<file path="config.mk">
export PLATFORM = sky130hd
export DESIGN_NAME = ffsa_cell
export DESIGN_NICKNAME = d
export VERILOG_FILES = /design/src/ffsa_pkg.sv /design/src/ffsa_cell.sv
export SDC_FILE = /design/constraint.sdc
export NUM_CORES = 1
export LEC_CHECK = 0
export ABC_CLOCK_PERIOD_IN_PS = 7000
export BUFFER_PORTS_ARGS = -buffer_cell sky130_fd_sc_hd__buf_2
export CAP_MARGIN = 20
export CORE_AREA = 2 2 137 139
export DETAILED_ROUTE_END_ITERATION = 16
export DIE_AREA = 0 0 139 141
export GPL_ROUTABILITY_DRIVEN = 0
export PLACE_DENSITY_LB_ADDON = 0.2
export REMOVE_ABC_BUFFERS = 1
export SETUP_SLACK_MARGIN = 0.5
export SLEW_MARGIN = 40
export SYNTH_ARGS = -nofsm -noshare
export SYNTH_HDL_FRONTEND = slang
export SYNTH_SLANG_ARGS = --single-unit
</file>
<file path="constraint.sdc">
create_clock -name clk -period 7 [get_ports clk]
set_clock_uncertainty 0.1 [all_clocks]
set_input_delay 0.7 -clock clk [delete_from_list [all_inputs] [get_ports clk]]
set_output_delay 0.7 -clock clk [all_outputs]
set_load 0.1 [all_outputs]
</file>
<file path="src/ffsa_pkg.sv">
// Shared types and constants of the first-fit segment allocator.
`timescale 1ns / 1ps
`default_nettype none
package ffsa_pkg;

	// Field widths of the stream and configuration ports.
	localparam int CFG_W      = 21;
	localparam int REQ_SIZE_W = 21;
	localparam int REQ_ADDR_W = 20;
	localparam int RES_ADDR_W = 20;
	localparam int STATUS_W   = 2;
	localparam int S_TDATA_W  = 48;
	localparam int M_TDATA_W  = 24;

	// Defaults for the top-level parameters and the region size after reset.
	localparam int DEF_MAX_SEGMENTS = 16;
	localparam int DEF_REGION_BITS  = 20;
	localparam longint unsigned REGION_RESET = 64'd1048576;

	// Request kinds carried in tuser.
	localparam logic OP_ALLOC = 1'b0;
	localparam logic OP_FREE  = 1'b1;

	// Result codes.
	typedef enum logic [STATUS_W-1:0] {
		STATUS_OK       = 2'd0,
		STATUS_NOFIT    = 2'd1,
		STATUS_NOTALLOC = 2'd2,
		STATUS_FULL     = 2'd3
	} status_t;

	// Controller states.
	typedef enum logic {
		ST_IDLE,
		ST_SCAN
	} state_t;

	// Command broadcast from the controller to every cell.
	typedef struct packed {
		logic init;
		logic commit;
		logic op_free;
	} cell_ctrl_t;

	// Search wave flags handed from one cell to the next.
	typedef struct packed {
		logic hit;
		logic rm;
	} chain_t;

	// Flags a cell hands to the cell after it.
	typedef struct packed {
		logic head;
		logic fvalid;
		logic uvalid;
		logic gt;
	} fwd_flags_t;

	// Flags a cell hands to the cell before it.
	typedef struct packed {
		logic fvalid;
		logic uvalid;
	} bwd_flags_t;

endpackage
`default_nettype wire

</file>
<file path="src/ffsa_cell.sv">
// One cell of the allocator row: a free table entry, a used table entry and a stage of the search wave.
`timescale 1ns / 1ps
`default_nettype none
module ffsa_cell #(
	parameter int ADDR_W = 20,
	parameter int LEN_W  = 21
) (
	input  logic                 clk,
	input  logic                 arst_n,
	input  ffsa_pkg::cell_ctrl_t ctrl,
	input  logic [LEN_W-1:0]     req_size,
	input  logic [ADDR_W-1:0]    req_addr,
	input  logic [LEN_W-1:0]     bcast,
	input  logic [LEN_W-1:0]     region,
	input  ffsa_pkg::chain_t     chain_in,
	input  logic [LEN_W-1:0]     chain_data_in,
	output ffsa_pkg::chain_t     chain_out,
	output logic [LEN_W-1:0]     chain_data_out,
	input  ffsa_pkg::fwd_flags_t prev_flags,
	input  logic [ADDR_W-1:0]    prev_fstart,
	input  logic [LEN_W-1:0]     prev_flen,
	output ffsa_pkg::fwd_flags_t flags,
	output logic [ADDR_W-1:0]    fstart,
	output logic [LEN_W-1:0]     flen,
	input  ffsa_pkg::bwd_flags_t next_flags,
	input  logic [ADDR_W-1:0]    next_fstart,
	input  logic [LEN_W-1:0]     next_flen,
	input  logic [ADDR_W-1:0]    next_ustart,
	input  logic [LEN_W-1:0]     next_ulen,
	output ffsa_pkg::bwd_flags_t back_flags,
	output logic [ADDR_W-1:0]    ustart,
	output logic [LEN_W-1:0]     ulen
);
	import ffsa_pkg::*;

	logic              fvalid_q, uvalid_q;
	logic [ADDR_W-1:0] fstart_q, ustart_q;
	logic [LEN_W-1:0]  flen_q, ulen_q;
	chain_t            chain_q;
	logic [LEN_W-1:0]  chain_data_q;

	logic              fvalid_d, uvalid_d;
	logic [ADDR_W-1:0] fstart_d, ustart_d;
	logic [LEN_W-1:0]  flen_d, ulen_d;

	logic             fit, exact, umatch, match, sel, gt, u_first_empty;
	logic [LEN_W-1:0] own_val;

	// Local compares against the held request.
	assign fit    = fvalid_q && (flen_q >= req_size);
	assign exact  = (flen_q == req_size);
	assign umatch = uvalid_q && (ustart_q == req_addr);
	assign match  = ctrl.op_free ? umatch : fit;
	assign own_val = ctrl.op_free ? ulen_q : LEN_W'(fstart_q);
	assign sel    = match && !chain_q.hit;

	// The free table is sorted, so gt forms a step along the row; u_first_empty marks the first empty used entry.
	assign gt            = !fvalid_q || (fstart_q > req_addr);
	assign u_first_empty = !uvalid_q && prev_flags.uvalid;

	// Search wave: the first hit claims the slot and its value travels on.
	assign chain_out.hit  = chain_q.hit || match;
	assign chain_out.rm   = chain_q.rm || (sel && (ctrl.op_free || exact));
	assign chain_data_out = chain_q.hit ? chain_data_q : (match ? own_val : '0);

	// Neighbour views of this cell.
	assign flags      = '{head: 1'b0, fvalid: fvalid_q, uvalid: uvalid_q, gt: gt};
	assign back_flags = '{fvalid: fvalid_q, uvalid: uvalid_q};
	assign fstart     = fstart_q;
	assign flen       = flen_q;
	assign ustart     = ustart_q;
	assign ulen       = ulen_q;

	// Next contents of the entries on initialisation or commit.
	always_comb begin
		fvalid_d = fvalid_q;
		fstart_d = fstart_q;
		flen_d   = flen_q;
		uvalid_d = uvalid_q;
		ustart_d = ustart_q;
		ulen_d   = ulen_q;
		priority if (ctrl.init) begin
			fvalid_d = prev_flags.head;
			fstart_d = '0;
			flen_d   = region;
			uvalid_d = 1'b0;
		end else if (ctrl.commit && !ctrl.op_free) begin
			// Allocate: close the gap of an exact fit or shrink the split segment.
			priority if (chain_out.rm) begin
				fvalid_d = next_flags.fvalid;
				fstart_d = next_fstart;
				flen_d   = next_flen;
			end else if (sel) begin
				fstart_d = ADDR_W'(LEN_W'(fstart_q) + req_size);
				flen_d   = flen_q - req_size;
			end else begin
				// Cells before the claimed slot, and all cells after a split, keep their free entry.
			end
			if (u_first_empty) begin
				uvalid_d = 1'b1;
				ustart_d = bcast[ADDR_W-1:0];
				ulen_d   = req_size;
			end
		end else if (ctrl.commit) begin
			// Free: close the gap in the used table, open one in the free table.
			if (chain_out.rm) begin
				uvalid_d = next_flags.uvalid;
				ustart_d = next_ustart;
				ulen_d   = next_ulen;
			end
			priority if (gt && !prev_flags.gt) begin
				fvalid_d = 1'b1;
				fstart_d = req_addr;
				flen_d   = bcast;
			end else if (prev_flags.gt) begin
				fvalid_d = prev_flags.fvalid;
				fstart_d = prev_fstart;
				flen_d   = prev_flen;
			end else begin
				// Free entries below the insertion point stay in place.
			end
		end else begin
			// Without a commit every entry holds its contents.
		end
	end

	// Control state of the cell.
	always_ff @(posedge clk or negedge arst_n) begin
		if (!arst_n) begin
			fvalid_q <= 1'b0;
			uvalid_q <= 1'b0;
			chain_q  <= '0;
		end else begin
			fvalid_q <= fvalid_d;
			uvalid_q <= uvalid_d;
			chain_q  <= chain_in;
		end
	end

	// Entry payload and wave data.
	always_ff @(posedge clk) begin
		fstart_q     <= fstart_d;
		flen_q       <= flen_d;
		ustart_q     <= ustart_d;
		ulen_q       <= ulen_d;
		chain_data_q <= chain_data_in;
	end

endmodule
`default_nettype wire

</file>
== After elaboration in Yosys (flattened, before gate mapping) ==
Cells that the tools add are included.
Operators by class
  $add $sub $neg: 2
  magnitude comparators: 2
  equal/unequal tests: 7
  mux-type cells: 36
  bitwise logic cells: 1
  reduce and logical (&&, ||, !) cells: 27
Operators by type and width (count)
  2-to-1 mux 21 bit: 14
  2-to-1 mux 20 bit: 10
  equality test 21 bit: 1
  greater-or-equal comparator 21 bit: 1
  subtractor 21 bit: 1
  adder 20 bit: 1
  equality test 20 bit: 1
  greater-than comparator 20 bit: 1
  2-to-1 mux 1 bit: 12
  AND reduction 3 bit: 4
  != test 3 bit, second input constant: 3
  nonzero test 3 bit: 3
  logical AND 1 bit: 7
  zero test 1 bit: 5
  logical OR 1 bit: 4
  != test 4 bit, second input constant: 1
  AND reduction 4 bit: 1
  nonzero test 2 bit: 2
  nonzero test 4 bit: 1
  != test 2 bit, second input constant: 1
  NOT 1 bit: 1
Word-level totals
  register bits after elaboration: 107
  output and inout bits: 111

== Longest topological paths before layout ==
  depth after elaboration: 10
  depth in mapped cells: 13
  gate-level depth less buffers: 12

== Least setup slack after synthesis ==
No wires, ideal clock.
  path kind: reg2reg
  start point: reg flen_q[11] (netlist: flen[11])
  end point: reg ulen_q[0] (netlist: ulen[0]) (enable)
  arrival time: 6029 ps
  path slack: 372 ps
  cell stages (with the launch flop): 11
  buffers on the path: 2
  cells stage by stage: edfxtp_1 > ha_1 > and3_1 > nand4_1 > nor4_1 > nand4_1 > o211ai_4 > buf_4 > buf_4 > a21oi_1 > nor3b_1
RTL lines
  start, declared: RTL line ffsa_cell.sv:38  | logic [LEN_W-1:0] flen_q, ulen_q;
  start signal, assigned: RTL line ffsa_cell.sv:143  | flen_q <= flen_d;
  end signal, assigned: RTL line ffsa_cell.sv:145  | ulen_q <= ulen_d;
  end, declared: RTL line ffsa_cell.sv:38

== Worst setup path in the final report ==
  start point: in req_size[1]
  end point: out chain_data_out[18]
Between the ends
  cells in the longest elaborated chain, start to end: 5
Ends and longest elaborated chain
  start, declared: RTL line ffsa_cell.sv:11  | input logic [LEN_W-1:0] req_size,
  greater-or-equal comparator 21 bit: RTL line ffsa_cell.sv:50  | assign fit = fvalid_q && (flen_q >= req_size);
  logical AND 1 bit: RTL line ffsa_cell.sv:50
  2-to-1 mux 1 bit: RTL line ffsa_cell.sv:53  | assign match = ctrl.op_free ? umatch : fit;
  2-to-1 mux 21 bit (2 in a row): RTL line ffsa_cell.sv:64  | assign chain_data_out = chain_q.hit ? chain_data_q : (match ? own_val : '0);
  end, declared: RTL line ffsa_cell.sv:18  | output logic [LEN_W-1:0] chain_data_out,
Every way passes these cells.

==> qor.yml <==
grt.overflow.total: 0
cts_root_buf: "sky130_fd_sc_hd__clkbuf_16"
clk_pin_slew_worst_paths_ps: 80
design.final.nets: 1568
fin_worst_hold_slack_ps: 65.4
number_of_iterations_in_the_first_detailed_routing_pass: 7
grtUsageMet2_pct: 47.1
critical-path-max-stage-delay_ps: 530
cts.sinks: 107
sw_share_pct: 43.2
class_of_the_most_critical_hold_timing_path: "primary input to async pin"
postSynthRegisterBits: 107
grt_setup_unrepaired: "false"
cellLeakagePower_nw: 5.09
synth_sequential_area_ratio_pct: 34.1
edff_count_synth: 62
syn-mean-instance-area_sq_um: 8.61
totalWireLength_mm: 29.2
fmaxAchievable_ghz: 0.217
timing.setup.critical_path_class: "primary input to output port"
placedInstanceArea_sq_um: 10100
grt_pass1_wl_mm: 43.6
vdd.ir_drop.worst_mv: 0.158
layout.cell_area.non_filler_sq_um: 10400
yosys.area.top_type: "sky130_fd_sc_hd__edfxtp_1"
synth.top_cells.by_area: "sky130_fd_sc_hd__edfxtp_1, sky130_fd_sc_hd__dfxtp_1, sky130_fd_sc_hd__ha_1"
vias_in_the_first_global_route: 7998
crit_slowest_cell: "sky130_fd_sc_hd__o41ai_1"
cts-root-to-sink-buffers: 2
port_buffers: 349
cp.arrival_ps: 3810
maximum_number_of_pins_on_one_net_before_global_route_repair: 79
drive_above_1_share_pct: 30.8
path_buf_inv: 4
floorplan.die_area_sq_um: 19600
crit_chain: "buf_2 > inv_1 > ha_1 > nor2b_1 > o31ai_1 > a21oi_1 > a21oi_1 > o41ai_1 > a21boi_2 > buf_4 > o31ai_1 > buf_2"
drtIter0Drc: 638
multi_input_area_sq_um: 4960
grt_use_total_pct: 28.7
pwr-share-comb_pct: 43.0
fillers: 1716
cts.repair_timing.setup_buffer_count: 0
outcome: "finished clean"
wl_per_cell_microns: 19.4
global_route.usage.met1_pct: 37.4
share_clk_of_total_power_pct: 23.2
cts-hold-fix-buffers: 0
clock_latency_ps: 360
core_area_sq_um: 18300
ff_latch_area_sq_um: 2790
dominantRegCellSynth: "sky130_fd_sc_hd__edfxtp_1"
drc: 0
routed_via_density: 5.55
die-height_microns: 141
syn-instance-count: 949
sequentialPowerShare_pct: 33.8
power_report.internal_total_mw: 1.28
htreeDepth: 3
cts_inserted_buffers: 9
die_x_microns: 139
tritoncts: "done"
setup.worst_path.start_class: "primary input"
final-hold-violation-count: 0
final.min_clock_period_ps: 4610
relSlewSlack_pct: 48.9
floorplan.initialDensity_pct: 44.7
critPathTopFamily: "compound AO/OA/AOI/OAI gates"
antenna_found_initial: 3
ctsResizeCount: 0
vias: 8360
synth_warnings: 0
placement_rows: 50
total_setup_violations_reported_at_the_end_of_the_flow: 0
global_route.peak_usage_layer: "met2"
ant_nets: 0
grt.met3_usage_pct: 5.67
transition_time_at_the_pin_with_the_least_slew_margin_ps: 747
async_flop_share_pct: 3.74
final_cycle_share_pct: 65.9
power.net_switching_mw: 0.971
cp.required_ps: 6200
worstSetupEndpointType: "output port"
detailedPlacementHpwl_mm: 23.0
syn2layout_area_growth_pct: 27.1
maxSlewViolCount: 0
ys_types: 67
pwr_density_cell_nw_per_um2: 216
ios: 351
largest_fanout_on_the_critical_path: 22
synth_largest_type_area_fraction_pct: 22.8
max_cap_viol_count: 0
synthesis.area_sq_um: 8170
==> final cells by class <==
cell class / count / share of cell area (%)
clock buffer: 11 / 2.54
timing repair buffer: 360 / 17.6
multi-input combinational: 731 / 47.7
inverter: 57 / 2.06
sequential: 107 / 26.8
tap: 234 / 2.82
antenna: 2 / 0.0482
clock inverter: 5 / 0.337
==> worst paths after layout <==
kind,start,end,slack [ps],depth (start not counted)
setup / recovery,req_size[1],chain_data_out[18],2390,12
hold / removal,arst_n,uvalid_q$_DFFE_PN0P_,70,1
setup reg to reg,flen[1]$_DFFE_PP_,flen[6]$_DFFE_PP_,2850,11
hold reg to reg,fstart[18]$_SDFFE_PP0P_,fstart[18]$_SDFFE_PP0P_,500,1
max in group asynchronous,arst_n,chain_q[1]$_DFF_PN0_,6550,1
min in group clk,chain_data_in[18],chain_data_q[18]$_DFF_P_,330,1
==> state kept, by name, indices dropped and copies added, names as in the netlist <==
name,cells
ustart,20
fstart,20
uvalid_q,1
ulen,21
chain_data_q,21
flen,21
fvalid_q,1
chain_q,2
==> synth_stat cells, types with 5 or more instances <==
cell and count:
sky130_fd_sc_hd__nand2_1 159, sky130_fd_sc_hd__a21oi_1 78, sky130_fd_sc_hd__mux2i_1 63, sky130_fd_sc_hd__edfxtp_1 62, sky130_fd_sc_hd__ha_1 60, sky130_fd_sc_hd__inv_1 57, sky130_fd_sc_hd__nor2_1 52, sky130_fd_sc_hd__o21ai_0 45
sky130_fd_sc_hd__dfxtp_1 41, sky130_fd_sc_hd__clkbuf_1 28, sky130_fd_sc_hd__xnor2_1 28, sky130_fd_sc_hd__o31ai_1 25, sky130_fd_sc_hd__xor2_1 23, sky130_fd_sc_hd__a211oi_1 20, sky130_fd_sc_hd__a21o_1 19, sky130_fd_sc_hd__nand3_1 13
sky130_fd_sc_hd__a22o_1 12, sky130_fd_sc_hd__buf_2 12, sky130_fd_sc_hd__buf_4 11, sky130_fd_sc_hd__nor3_1 11, sky130_fd_sc_hd__a32o_1 10, sky130_fd_sc_hd__nand4_1 10, sky130_fd_sc_hd__o211ai_1 9, sky130_fd_sc_hd__nor2b_1 8
sky130_fd_sc_hd__o21ai_1 8, sky130_fd_sc_hd__o21a_1 7, sky130_fd_sc_hd__nor4_1 5, sky130_fd_sc_hd__o21bai_1 5
==> layout by cell type, fill, tap and decap left out, drive strengths merged, types with 7 or more instances in the layout <==
| cell | count |
|---|---|
| a21oi | 78 |
| o211ai | 10 |
| nand3 | 13 |
| edfxtp | 62 |
| clkbuf | 11 |
| xnor2 | 28 |
| ha | 60 |
| nor3 | 11 |
| a21o | 19 |
| o21a | 7 |
| a211oi | 20 |
| a22o | 12 |
| inv | 57 |
| o31ai | 25 |
| nand4 | 10 |
| nor2 | 52 |
| xor2 | 23 |
| dfxtp | 41 |
| mux2i | 63 |
| buf | 360 |
| o21ai | 53 |
| nand2 | 159 |
| nor2b | 8 |
| a32o | 10 |
==> stage by stage <==
step	power (mW)	worst slack (ps)	cells	TNS, ps	util [%]
5_1_grt	2.35	2190	1507	0	56.9
6_report	2.25	2390	1507	0	56.9
3_5_place_dp	1.73	2040	1489	0	55.1
4_1_cts	2.25	2230	1505	0	56.8
3_3_place_gp	1.72	2130	1489	0	55.1
2_1_floorplan	1.48	-662	895	-33410	-
==> per-layer routing <==
layer / up-vias / part of all wire, %
li1: 4076 / -
met1: 3829 / 42
met2: 394 / 46
met3: 59 / 8.0
met4: 2 / 3.2
met5: - / 0.045
==> power by group through the flow <==
stage	Sequential [mW]	Combinational, mW	Clock (mW)
final	0.759	0.965	0.522
after global routing	0.764	1.03	0.549
after CTS	0.758	0.961	0.529
after detailed placement	0.773	0.954	0
after global placement	0.772	0.948	0
after floorplan	1.01	0.468	0
==> cell families after synthesis <==
| group | Yosys count | synth area share [%] |
|---|---|---|
| AO/OA/AOI/OAI | 272 | 22.1 |
| XOR/XNOR | 51 | 5.47 |
| adder cells (fa/ha/maj) | 62 | 9.68 |
| buffers and inverters | 111 | 5.79 |
| flip-flops | 107 | 34.1 |
| multiplexers | 64 | 7.86 |
| other | 1 | 0.0459 |
| AND/OR/NAND/NOR | 281 | 15.0 |
(Power assumes the default switching activity.)
